## src/rtl/bezier_curve_evaluator_macros.svh

```systemverilog
// ----------------------------------------------------------------------------
// Bezier curve evaluator assertion macros
// Property wrappers that compile away in synthesis.
// ----------------------------------------------------------------------------
`ifndef BEZIER_CURVE_EVALUATOR_MACROS_SVH
`define BEZIER_CURVE_EVALUATOR_MACROS_SVH

`ifndef SYNTHESIS
`define BCE_ASSERT_IMP(lbl, clk, rstn, ante, cons) \
  lbl: assert property (@(posedge clk) disable iff (!rstn) (ante) |-> (cons)) \
    else $error("assertion failed: implication");
`define BCE_ASSERT_NXT(lbl, clk, rstn, ante, cons) \
  lbl: assert property (@(posedge clk) disable iff (!rstn) (ante) |=> (cons)) \
    else $error("assertion failed: next-cycle implication");
`else
`define BCE_ASSERT_IMP(lbl, clk, rstn, ante, cons)
`define BCE_ASSERT_NXT(lbl, clk, rstn, ante, cons)
`endif

`endif

```

## src/rtl/bce_pkg.sv

```systemverilog
// ----------------------------------------------------------------------------
// Bezier curve evaluator package
// Shared constants, types and state encoding.
// ----------------------------------------------------------------------------
package bce_pkg;

  localparam int unsigned CURVE_ORDER = 7;
  localparam int unsigned NPTS        = CURVE_ORDER + 1;
  localparam int unsigned LVL_W       = $clog2(CURVE_ORDER + 1);
  localparam int unsigned DIV_W       = 37;
  localparam int unsigned DCNT_W      = $clog2(DIV_W);

  localparam logic        OP_LOAD = 1'b0;
  localparam logic        OP_EVAL = 1'b1;

  localparam logic [1:0]  COORD_X = 2'd0;
  localparam logic [1:0]  COORD_Y = 2'd1;
  localparam logic [1:0]  COORD_Z = 2'd2;

  localparam logic [15:0] DURATION_RESET = 16'd1000;

  typedef struct packed {
    logic signed [31:0] x;
    logic signed [31:0] y;
    logic signed [31:0] z;
  } point_t;

  typedef struct packed {
    logic       load_w;
    logic       step;
    logic [1:0] coord;
  } cell_ctl_t;

  typedef enum logic [2:0] {
    ST_IDLE,
    ST_SDIV,
    ST_LOAD,
    ST_LERP,
    ST_VSTART,
    ST_VDIV,
    ST_OUT
  } state_e;

endpackage

```

## src/rtl/bce_cell.sv

```systemverilog
// ----------------------------------------------------------------------------
// Bezier curve evaluator cell
// Holds one control point and one working value of the interpolation row.
// ----------------------------------------------------------------------------
module bce_cell
  import bce_pkg::*;
(
  input  logic               clk_i,
  input  logic               rst_ni,
  input  logic               ld_i,
  input  point_t             pt_i,
  input  cell_ctl_t          ctl_i,
  input  logic [16:0]        s_i,
  input  logic signed [31:0] nb_i,
  output logic signed [31:0] w_o
);

  point_t             pt_q;
  logic signed [31:0] w_q, w_d;
  logic signed [32:0] delta;
  logic signed [50:0] prod;
  logic signed [50:0] rnd;

  // a*(1-s) + b*s equals a + (b-a)*s, so one multiplier serves the cell.
  always_comb begin
    delta = {nb_i[31], nb_i} - {w_q[31], w_q};
    prod  = 51'(delta) * 51'($signed({1'b0, s_i}));
    rnd   = (prod + 51'sd32768) >>> 16;
    w_d   = w_q;
    if (ctl_i.load_w) begin
      case (ctl_i.coord)
        COORD_X: w_d = pt_q.x;
        COORD_Y: w_d = pt_q.y;
        COORD_Z: w_d = pt_q.z;
        default: w_d = pt_q.x;
      endcase
    end else if (ctl_i.step) begin
      w_d = w_q + rnd[31:0];
    end
  end

  always_ff @(posedge clk_i or negedge rst_ni) begin
    if (!rst_ni) begin
      pt_q <= '0;
    end else if (ld_i) begin
      pt_q <= pt_i;
    end
  end

  always_ff @(posedge clk_i) begin
    w_q <= w_d;
  end

  assign w_o = w_q;

endmodule

```

## config.mk

```make
export PLATFORM = sky130hd
export DESIGN_NAME = bce_cell
export DESIGN_NICKNAME = d
export VERILOG_FILES = /design/src/rtl/bezier_curve_evaluator_macros.svh /design/src/rtl/bce_pkg.sv /design/src/rtl/bce_cell.sv
export SDC_FILE = /design/constraint.sdc
export NUM_CORES = 2
export LEC_CHECK = 0
export ABC_AREA = 1
export ABC_CLOCK_PERIOD_IN_PS = 9160
export BUFFER_PORTS_ARGS = -buffer_cell sky130_fd_sc_hd__buf_2
export CORE_UTILIZATION = 26
export DETAILED_ROUTE_END_ITERATION = 10
export GPL_ROUTABILITY_DRIVEN = 0
export GPL_TIMING_DRIVEN = 0
export PLACE_DENSITY = 0.38
export SLEW_MARGIN = 20
export SYNTH_ARGS = -nofsm -noshare
export SYNTH_HDL_FRONTEND = slang
export SYNTH_SLANG_ARGS = --single-unit
```

## constraint.sdc

```tcl
create_clock -name clk_i -period 9.16 [get_ports clk_i]
set_input_delay 0.916 -clock clk_i [delete_from_list [all_inputs] [get_ports clk_i]]
set_output_delay 0.916 -clock clk_i [all_outputs]
set_load 0.01 [all_outputs]
```

# After elaboration in Yosys (flattened, before gate mapping)
# Cells that the tools add are included.
[classes] n_addsub=3 mul=1 n_eq_ne=2 mux=3 n_reduce_logical=1
[ops] operator="$mux 32" count=2
[ops] operator="$pmux 32 s2" count=1
[ops] operator="$add 48x17->48 const B" count=1
[ops] operator="$mul 33x18->48" count=1
[ops] operator="$sub 32x32->33" count=1
[ops] operator="$add 32x32->32" count=1
[ops] operator="$eq 2x1->1 const B" count=1
[ops] operator="$eq 2x2->1 const B" count=1
[ops] operator="$reduce_bool 2->1" count=1
[totals] regBits=128 wordCells=14

# Longest topological paths before layout
[depth] ltp_word=6 ltp_mapped=54

# Worst setup path before layout
# Ideal clock, no wire load.
[synth_timing] path_type="input-to-reg" from="in nb_i[0]" to="reg w_q[31] (netlist: w_o[31]), data pin" arrival_ns=8.749 slack_ns=0.155 stages=51 path_cell_list="inv_1 ha_1 fa_1 inv_1 nand2_1 nand2_1 and2_1 a21oi_2 o21ai_2 a21boi_2 o21ai_2 nand2_1 nand2_1 xor2_1 buf_2 nor2_1 fa_1 inv_1 (+15 left out) nand2_1 nand2_1 a21oi_1 xnor2_1 ha_1 a21o_1 a21oi_1 a21oi_1 nor2_1 nand2_1 nand2_1 nand2_1 nand2_1 nand2_1 inv_1 nand3_1 nand3_1 nand2_1"
[synth_via] elab_chain_len=6
[synth_lines] item="start: declaration" line_no="bce_cell.sv:14" source="input logic signed [31:0] nb_i,"
[synth_lines] item="$sub 32x32->33" line_no="bce_cell.sv:26" source="delta = {nb_i[31], nb_i} - {w_q[31], w_q};"
[synth_lines] item="$mul 33x18->48" line_no="bce_cell.sv:27" source="prod = 51'(delta) * 51'($signed({1'b0, s_i}));"
[synth_lines] item="$add 48x17->48" line_no="bce_cell.sv:28" source="rnd = (prod + 51'sd32768) >>> 16;"
[synth_lines] item="$add 32x32->32" line_no="bce_cell.sv:38" source="w_d = w_q + rnd[31:0];"
[synth_lines] item="$mux 32" line_no="bce_cell.sv:37" source="end else if (ctl_i.step) begin"
[synth_lines] item="$mux 32" line_no="bce_cell.sv:30" source="if (ctl_i.load_w) begin"
[synth_lines] item="named net w_d[31]" line_no="bce_cell.sv:19" source="logic signed [31:0] w_q, w_d;"
[synth_lines] item="end signal: assignment" line_no="bce_cell.sv:51" source="w_q <= w_d;"
[synth_lines] item="end: declaration" line_no="bce_cell.sv:19"
# The timed path passes the listed nets, and every way through them passes these cells. The select of a mux whose other input is x is not followed.
# A chain may end at the register's enable or synchronous reset.

# Worst setup path after layout
# Same ends and word-level chain as after synthesis.

==> impl_metrics.tcl <==
set metrics [dict create \
    hold_viol 0 \
    setup.worst_path.start "nb_i[0]" \
    htreeDepth 4 \
    finalCriticalPeriod_ps 9400 \
    syn_to_final_growth_pct 27.7 \
    synth_area_leaders "fa_1 37%, inv_1 12%, ha_1 9.4%, nand2_1 8.6%, dfrtp_1 8.5%" \
    drv_cap 0 \
    slowest_stage "fa_1" \
    crit_path_start_kind "primary input" \
    vias_per_cell 4.55 \
    layout_setup_ws_ps -235 \
    dp.final_hpwl_um 99600 \
    grt_pass1_vias 27000 \
    cts_inserted_buffers 17 \
    max_freq_mhz 106 \
    clock_sinks 128 \
    die_y_um 332 \
    outcome "finished, violations left" \
    first_pass_iters 5 \
    drtIter0Drc 1388 \
    clockBufferDepth 2 \
    start_util_pct 26.4 \
    yosysTopAreaCellShare_pct 36.5 \
    setup_viol 8 \
    hp-class "primary input to async pin" \
    drive_gt1_share_pct 22.9 \
    ys_ff_latch 128 \
    gr-total-overflow 0 \
    wl_per_cell_um 21.5 \
    period_share_pct 103 \
    hold_buffers 0 \
    wl_um 117000 \
    netlist_area_sq_um 28300 \
    tightest_slew_ps 1160 \
    dieArea_sq_um 110000 \
    crit_fanout 6 \
    violations "setup timing" \
    rows 120 \
    cp.arrival_ps 9550 \
    yosysSeqAreaShare_pct 11.9 \
    die_x_um 332 \
    worst_setup_path_end_kind "flip-flop" \
    skew_ps 4.64 \
    fin_area_sq_um 36200 \
    synth_edf_count 32 \
    yosysTopAreaCell "fa_1" \
    drc_errors 0 \
    grt_pass1_wl_um 177000 \
    cts_tree "done" \
    synth_fp_nets 4520 \
    max_slew_margin_pct 22.8 \
    async_flop_share_pct 75.0 \
    ioPinCount 184 \
    nFillCells 11700 \
    antenna_found_initial 6 \
    vias 24600 \
    postRouteAntennaNets 0 \
    n_antenna_cell 0 \
    grt_max_degree 70 \
    path_class "primary input to flip-flop" \
    cts-root-buf "clkbuf_16" \
    avgSynthCellArea_sq_um 7.79 \
    rsz0062_at_grt "true" \
    synth_ff_type "dfrtp_1" \
    nets 4881 \
    drv_slew 0 \
    core_area_sq_um 108000 \
    cp_slowest_stage_delay_ps 570 \
    track_usage_pct 21.6 \
    crit-reg2reg-launch "w_o[0]" \
    yosys_warnings 0 \
    fin_tns_setup_ps -852 \
    synth_commonest_cells "886 x inv_1, 653 x nand2_1, 517 x fa_1, 476 x nor2_1, 212 x ha_1" \
    clock_latency_ps 430 \
    cts.clk_slew.worst_paths_ps 60 \
    syn_inst 3639 \
    critPathRequiredTime_ps 9320 \
    synthDistinctLibCells 51 \
    synth_most_common_cell "inv_1" \
    place_area_sq_um 31100 \
    io_buffers 177 \
]
[path summary, 6_finish.rpt]
check	cells past startpoint	to	slack, ps
min reg2reg	1	pt_q[73]	500
max reg2reg	48	w_o[31]	-200
max in group asynchronous	2	pt_q[94]	8150
min in group clk_i	1	pt_q[73]	500
min	1	pt_q[20]	350
max	50	w_o[31]	-240
[critical path: cells and delay by family]
| kind | cells | cell delay (ps) |
|---|---|---|
| and+or+nand+nor | 16 | 1410 |
| buffers and inverters | 13 | 1200 |
| AOI/OAI and AO/OA | 9 | 1380 |
| xor gates and xnor gates | 2 | 510 |
| adders and majority gates | 10 | 4110 |
[layout by cell type (no fill, tap or decap), drive strengths merged, types with 2 or more instances in the layout]
master | synthesis | routed
a31o | 2 | 2
a31oi | 15 | 15
nor2 | 476 | 476
clkinvlp | 0 | 4
xor2 | 41 | 41
nand4 | 12 | 12
buf | 22 | 357
o211a | 2 | 2
ha | 212 | 212
mux2 | 15 | 15
o21ai | 191 | 191
a21o | 11 | 11
or2 | 23 | 23
a221oi | 8 | 8
clkbuf | 84 | 111
a21oi | 158 | 158
nand3b | 2 | 2
nand2 | 656 | 656
o31ai | 4 | 4
o21bai | 12 | 12
nor3 | 10 | 10
inv | 893 | 896
o21a | 4 | 4
xnor2 | 25 | 25
and3 | 2 | 2
clkinv | 12 | 17
nand3 | 53 | 53
a21boi | 2 | 2
edfxtp | 32 | 32
nor4 | 10 | 10
o22ai | 31 | 31
dfrtp | 96 | 96
fa | 517 | 517
[routing by layer]
metal	up-vias	global-route usage [%]	share of wire [%]
li1	11600	-	-
met1	12400	27.8	43
met2	556	37.8	49
met3	106	3.12	4.6
met4	12	5.20	2.7
met5	-	0	0.073
[logic make-up after synthesis]
| family | after synthesis | synth area share, % |
|---|---|---|
| buf+inv | 1011 | 13.5 |
| compound gates | 445 | 8.76 |
| flops | 128 | 11.9 |
| fa+ha+maj | 729 | 45.9 |
| simple gates | 1245 | 17.3 |
| xor+xnor | 66 | 2.17 |
| mux | 15 | 0.596 |
[timing repair]
| action | CTS | global route |
|---|---|---|
| setup endpoints to repair | 31 | 24 |
| pin swaps | 164 | 156 |
| gates resized for setup | 499 | 228 |
| buffers inserted | 109 | 55 |
[layout make-up]
cell class | count | area, sq um | area share (%)
Multi-Input combinational cell | 2500 | 24200 | 66.8
Inverter | 905 | 3430 | 9.47
Timing Repair Buffer | 342 | 2360 | 6.52
Buffer | 106 | 562 | 1.55
Sequential cell | 128 | 3360 | 9.29
Clock buffer | 20 | 467 | 1.29
Clock inverter | 12 | 80.1 | 0.221
Tap cell | 1403 | 1760 | 4.85
[flip-flops by register name (all words and copies together) (netlist names)]
name,flops
pt_q,96
w_o,32
[metrics by stage]
step	hold slack, ps	worst slack, ps	std cells	utilization (%)
5_1_grt	352	-584	5416	33.7
4_1_cts	343	-321	5361	32.3
3_5_place_dp	491	-2610	5220	28.9
6_report	348	-235	5416	33.7
2_1_floorplan	475	155	3639	-
3_3_place_gp	486	-3100	5219	28.8
Power is left out: the tool's default activity adds up to more than one toggle a clock period on the data nets, which glitch-free logic cannot reach.
