**src/rtl/bezier_curve_evaluator_macros.svh**
```systemverilog
// ----------------------------------------------------------------------------
// Bezier curve evaluator assertion macros
// Property wrappers that compile away in synthesis.
// ----------------------------------------------------------------------------
`ifndef BEZIER_CURVE_EVALUATOR_MACROS_SVH
`define BEZIER_CURVE_EVALUATOR_MACROS_SVH

`ifndef SYNTHESIS
`define BCE_ASSERT_IMP(lbl, clk, rstn, ante, cons) \
  lbl: assert property (@(posedge clk) disable iff (!rstn) (ante) |-> (cons)) \
    else $error("assertion failed: implication");
`define BCE_ASSERT_NXT(lbl, clk, rstn, ante, cons) \
  lbl: assert property (@(posedge clk) disable iff (!rstn) (ante) |=> (cons)) \
    else $error("assertion failed: next-cycle implication");
`else
`define BCE_ASSERT_IMP(lbl, clk, rstn, ante, cons)
`define BCE_ASSERT_NXT(lbl, clk, rstn, ante, cons)
`endif

`endif

```
**src/rtl/bce_pkg.sv**
```systemverilog
// ----------------------------------------------------------------------------
// Bezier curve evaluator package
// Shared constants, types and state encoding.
// ----------------------------------------------------------------------------
package bce_pkg;

  localparam int unsigned CURVE_ORDER = 7;
  localparam int unsigned NPTS        = CURVE_ORDER + 1;
  localparam int unsigned LVL_W       = $clog2(CURVE_ORDER + 1);
  localparam int unsigned DIV_W       = 37;
  localparam int unsigned DCNT_W      = $clog2(DIV_W);

  localparam logic        OP_LOAD = 1'b0;
  localparam logic        OP_EVAL = 1'b1;

  localparam logic [1:0]  COORD_X = 2'd0;
  localparam logic [1:0]  COORD_Y = 2'd1;
  localparam logic [1:0]  COORD_Z = 2'd2;

  localparam logic [15:0] DURATION_RESET = 16'd1000;

  typedef struct packed {
    logic signed [31:0] x;
    logic signed [31:0] y;
    logic signed [31:0] z;
  } point_t;

  typedef struct packed {
    logic       load_w;
    logic       step;
    logic [1:0] coord;
  } cell_ctl_t;

  typedef enum logic [2:0] {
    ST_IDLE,
    ST_SDIV,
    ST_LOAD,
    ST_LERP,
    ST_VSTART,
    ST_VDIV,
    ST_OUT
  } state_e;

endpackage

```
**src/rtl/bce_div.sv**
```systemverilog
// ----------------------------------------------------------------------------
// Bezier curve evaluator divider
// Restoring unsigned divider, one quotient bit per cycle.
// ----------------------------------------------------------------------------
module bce_div
  import bce_pkg::*;
(
  input  logic             clk_i,
  input  logic             rst_ni,
  input  logic             start_i,
  input  logic [DIV_W-1:0] dividend_i,
  input  logic [15:0]      divisor_i,
  output logic             busy_o,
  output logic             done_o,
  output logic [DIV_W-1:0] quot_o
);

  logic              busy_q, busy_d;
  logic              done_q, done_d;
  logic [DCNT_W-1:0] cnt_q, cnt_d;
  logic [15:0]       rem_q, rem_d;
  logic [15:0]       dvs_q, dvs_d;
  logic [DIV_W-1:0]  quo_q, quo_d;
  logic [16:0]       trial;
  logic [16:0]       trial_sub;

  always_comb begin
    trial     = {rem_q, quo_q[DIV_W-1]};
    trial_sub = trial - {1'b0, dvs_q};
    busy_d = busy_q;
    done_d = 1'b0;
    cnt_d  = cnt_q;
    rem_d  = rem_q;
    dvs_d  = dvs_q;
    quo_d  = quo_q;
    if (start_i) begin
      busy_d = 1'b1;
      cnt_d  = '0;
      rem_d  = '0;
      dvs_d  = divisor_i;
      quo_d  = dividend_i;
    end else if (busy_q) begin
      // The remainder stays below the divisor, so 16 bits hold it.
      if (trial >= {1'b0, dvs_q}) begin
        rem_d = trial_sub[15:0];
        quo_d = {quo_q[DIV_W-2:0], 1'b1};
      end else begin
        rem_d = trial[15:0];
        quo_d = {quo_q[DIV_W-2:0], 1'b0};
      end
      cnt_d = cnt_q + 1'b1;
      if (cnt_q == DCNT_W'(DIV_W - 1)) begin
        busy_d = 1'b0;
        done_d = 1'b1;
      end
    end
  end

  always_ff @(posedge clk_i or negedge rst_ni) begin
    if (!rst_ni) begin
      busy_q <= 1'b0;
      done_q <= 1'b0;
      cnt_q  <= '0;
    end else begin
      busy_q <= busy_d;
      done_q <= done_d;
      cnt_q  <= cnt_d;
    end
  end

  always_ff @(posedge clk_i) begin
    rem_q <= rem_d;
    dvs_q <= dvs_d;
    quo_q <= quo_d;
  end

  assign busy_o = busy_q;
  assign done_o = done_q;
  assign quot_o = quo_q;

endmodule

```
**config.mk**
```make
export PLATFORM = sky130hd
export DESIGN_NAME = bce_div
export DESIGN_NICKNAME = d
export VERILOG_FILES = /design/src/rtl/bezier_curve_evaluator_macros.svh /design/src/rtl/bce_pkg.sv /design/src/rtl/bce_div.sv
export SDC_FILE = /design/constraint.sdc
export NUM_CORES = 1
export LEC_CHECK = 0
export BUFFER_PORTS_ARGS = -buffer_cell sky130_fd_sc_hd__buf_2
export CAP_MARGIN = 30
export CORE_MARGIN = 2
export CORE_UTILIZATION = 30
export DETAILED_ROUTE_END_ITERATION = 16
export SKIP_LAST_GASP = 1
export SYNTH_ARGS = -nofsm -noshare
export SYNTH_HDL_FRONTEND = slang
export SYNTH_SLANG_ARGS = --single-unit
```
**constraint.sdc**
```tcl
create_clock -name clk_i -period 5.71 [get_ports clk_i]
set_input_delay 0.2855 -clock clk_i [delete_from_list [all_inputs] [get_ports clk_i]]
set_output_delay 0.2855 -clock clk_i [all_outputs]
set_load 0.05 [all_outputs]
```
## After elaboration in Yosys (flattened, before gate mapping)

Index checks and enable logic that the tools add are counted.
W data, S select, Z words.

- Bits in registers: 77
- Latch bits: 0
- RAM bits: 0
- Memory bits (read-only): 0
- Input bits: 56
- Output and inout port bits: 39
- Word-level logic and storage cells: 23
- Memories: 0

- Add/sub/neg operators: 2
- $mul: 0
- Divide/modulo/power cells: 0
- Magnitude comparators: 1
- Eq/ne operators: 1
- Shift operators: 0
- Mux-type cells: 12
- Bitwise gates (word level): 0
- Reduce and logical (&&, ||, !) cells: 1

Operators with widths:

| kind | number |
|---|---|
| $mux W37 | 2 |
| $ge A17 B16 Y1 | 1 |
| $mux W16 | 1 |
| $sub A16 B16 Y16 | 1 |
| $mux W6 | 2 |
| $mux W1 | 7 |
| $add A6 B1 Y6 const B | 1 |
| $eq A6 B6 Y1 const B | 1 |
| $reduce_bool A2 Y1 | 1 |

## Depth between registers and ports, before layout

- Depth after elaboration: 4
- Gate-level depth with buffers: 12
- Gate-level depth less buffers: 11

## Worst setup path before layout

OpenSTA, ideal clock, no wires.

- Path type: register -> register
- Start: register quo_q[36], in the netlist quot_o[36]
- End: register rem_q[12]
- Setup time: 86 ps
- Arrival: 2450 ps
- Required time: 5624 ps
- Slack: 3175 ps
- Cell stages (with the launch flop): 12
- Path buffers: 0
- Period minus slack after synthesis: 2535 ps
- Path through: edfxtp_1 -> inv_1 -> ha_1 -> fa_1 -> nor2b_1 -> o31a_1 -> o21ai_1 -> a21oi_1 -> o41ai_1 -> xnor2_1 -> mux2i_1 -> a211oi_1

- Word-level cells in the longest chain between the ends: 2
- Elaborated cells between the ends (all ways): 3
- Those cells by class: add/sub (1); order compare (1); mux (1)

RTL lines:

| element | line | RTL |
|---|---|---|
| from (decl) | bce_div.sv:23 | `logic [DIV_W-1:0] quo_q, quo_d;` |
| from (signal assigned) | bce_div.sv:74 | `quo_q <= quo_d;` |
| $sub A16 B16 Y16 / $ge A17 B16 Y1 (equally long branches) | bce_div.sv:29, bce_div.sv:44 |  |
| $mux W16 * | bce_div.sv:44 | `if (trial >= {1'b0, dvs_q}) begin` |
| to (signal assigned) | bce_div.sv:72 | `rem_q <= rem_d;` |
| to (decl) | bce_div.sv:21 | `logic [15:0] rem_q, rem_d;` |

Mark *: on every way between the ends. The rest lies on a longest branch, timed or not.
A chain may end at the register's enable or synchronous reset.

## Final worst setup path

- Start: register dvs_q[7]
- End: register rem_q[2]

- Word-level cells in the longest chain between the ends: 2

RTL lines:

| element | line | RTL |
|---|---|---|
| from (decl) | bce_div.sv:22 | `logic [15:0] dvs_q, dvs_d;` |
| from (signal assigned) | bce_div.sv:73 | `dvs_q <= dvs_d;` |
| $ge A17 B16 Y1 | bce_div.sv:44 |  |
| $mux W16 | bce_div.sv:44 |  |

No other way between the ends.

==> metrics.cfg <==
[logic_synthesis]
yosys_warnings=0
synth_cells=324
ys_ff_latch=77
synth_area_um2=3930
ys_seq_area_share_pct=53.7
yosysUniqueCellTypes=45
synth_top_flop_cell=edfxtp_1
async_flop_share_pct=10.4
synth_edf_count=53
syn_nets=399
avgSynthCellArea_um2=12.1

[clock_network]
clock_latency_ns=0.34
cts_tree=built
cts_buffer_depth=2
cts.clk_slew.worst_paths_ns=0.06
htreeDepth=3
cts_root_buf=clkbuf_16
cts_buffers=9
cts_resized=0
cts_sinks=77

[worst_setup_path]
cp_slowest_cell=a21oi_2
cp.arrival_ns=2.90
crit_chain=inv_1 > ha_1 > and3_1 > nand4_1 > a21oi_1 > o221ai_2 > a21oi_2 > buf_4 > mux2i_1 > a211oi_1
cp_data_required_time_ns=5.89
cp-end-kind=flip-flop
path_buf_inv=2
critical_path.top_delay_family=compound AO/OA/AOI/OAI gates
max_stage_delay_ns=0.47
startpoint_type=flip-flop
rrSetupSlack_ns=3.00
critPathKind=flip-flop to flip-flop
crit_fanout=13

[route]
wl_um=8030
first_iter_violations=81
route.detailed.drc=0
via_per_inst=4.55
wl_per_cell_um=13.4
postRouteAntennaNets=0
drt_first_pass_iters=4
vias=2717

[placement]
gp_congestion=0.804
dp_slack_ns=2.96
numPortBuffers=94
hpwl_um=5710

[timing]
finalHoldViolCount=0
period_minus_slack_ns=2.71
tightest_slew_ns=0.889
period_share_pct=47.5
finalSetupViolCount=0
setup_ws_ns=3.00
fmax_ghz=0.369
hold_slack_ns=0.114
fin_tns_setup_ns=0
timing.max_slew.rel_slack_pct=40.8
maxSlewViolCount=0
finClkSkew_ns=0.00766
rsz0062_at_grt=no

[global_routing]
grt.overflow.total=0
grt_max_degree=43
grt_pass1_wl_um=13700
antenna_found_initial=0
grt_pass1_vias=2828
grt.total_usage_pct=12.2

[die]
ios=95
coreArea_um2=12700
dieWidth_um=118
fp.dieH_um=118
start_util_pct=30.9
rows=41
dieArea_um2=14000

[layout]
fin_util_pct=38.2
area_growth_pct=23.6
nNetsFinal=495
final_layout_size_suffix_gt1_share_pct=36.2
diodes=0

[min_path]
hold_path_class=input port to flip-flop

[power_and_ir_drop]
powerDensity_nw_per_um2=296
power.leakage_uw=0.00205
ir_drop_v=0.000158

[run_status]
status=finished, final reports clean

[run]
cap_violations=0

metrics by stage:
step	instance area, um^2	power (uW)	std cells
final	4860	1440	597
after floorplan	3930	854	324
after CTS	4860	1460	597
after global routing	4860	1500	597
after detailed placement	4570	920	580
after global placement	4570	918	580
routing by layer:
metal	wire (um)	up-vias	global-route usage, %
met5	0	-	0
met4	184	0	6.25
met3	540	13	4.54
met2	3460	70	18.0
met1	3840	1257	15.6
li1	-	1377	-
flip-flops by register name, summed over array words and instances, names as in the netlist:
name / cells
done_o: 1
rem_q: 16
quot_o: 37
cnt_q: 6
dvs_q: 16
busy_o: 1
power breakdown:
| part | switching, uW | total [uW] | internal, uW |
|---|---|---|---|
| clock | 233 | 531 | 298 |
| combinational | 162 | 245 | 83.3 |
| sequential | 21.3 | 664 | 642 |
| total | 416 | 1440 | 1020 |
path summary, 6_finish.rpt:
check	start	end	cells past startpoint
setup / recovery	dvs_q[7]$_DFFE_PP_	rem_q[2]$_SDFFE_PP0P_	10
hold / removal	divisor_i[15]	dvs_q[15]$_DFFE_PP_	1
setup reg to reg	dvs_q[7]$_DFFE_PP_	rem_q[2]$_SDFFE_PP0P_	10
hold reg to reg	rem_q[1]$_SDFFE_PP0P_	rem_q[1]$_SDFFE_PP0P_	2
max in group asynchronous	rst_ni	cnt_q[2]$_DFFE_PN0P_	2
min in group asynchronous	rst_ni	busy_o$_DFF_PN0_	2
repair_timing:
item,CTS,global route
hold endpoints to repair,8,0
hold buffers,1,0
buffers inserted,0,0
area by class of cell:
cell class	count	area, um^2
fillers	1281	7870
flip-flops and latches	77	2110
multi-input cells	210	1660
repair buffers	99	510
clock buffers	10	229
well taps	172	215
inverters	23	86.3
clock inverters	6	47.5
cells in the mapped netlist (2+ instances only):
library cell	number	area [um^2]
edfxtp_1	53	1590
mux2_2	37	417
nor2_1	28	105
inv_1	23	86.3
ha_1	18	225
dfxtp_1	16	320
mux2i_1	15	150
a211oi_1	14	105
a21oi_1	14	70.1
xnor2_1	10	87.6
nand2_1	9	33.8
nor3_1	9	45.0
clkbuf_1	8	30.0
dfrtp_1	8	200
o21ai_0	7	35.0
xor2_1	7	61.3
nand4_1	5	31.3
a21o_1	4	30.0
nor2b_1	4	25.0
buf_6	3	33.8
o21ai_1	3	15.0
or3_1	3	18.8
and2_1	2	12.5
buf_1	2	7.51
o21a_1	2	15.0
placed cells by master (no fill, tap or decap), types with 10 or more instances in the layout:
master     n
ha_1      18
inv_1     23
edfxtp_1  53
a21oi_1   14
xnor2_1   10
mux2i_1   15
a211oi_1  14
buf_2     94
dfxtp_1   16
nor2_1    28
mux2_2    37
cell families after synthesis:
group                    synth area share [%]
flip-flops                               53.7
AND/OR/NAND/NOR                          8.12
AO/OA/AOI/OAI                            9.55
multiplexers                             14.4
buffers and inverters                    4.14
adder cells (fa/ha/maj)                  6.24
XOR/XNOR                                 3.79
(Power assumes the default switching activity.)
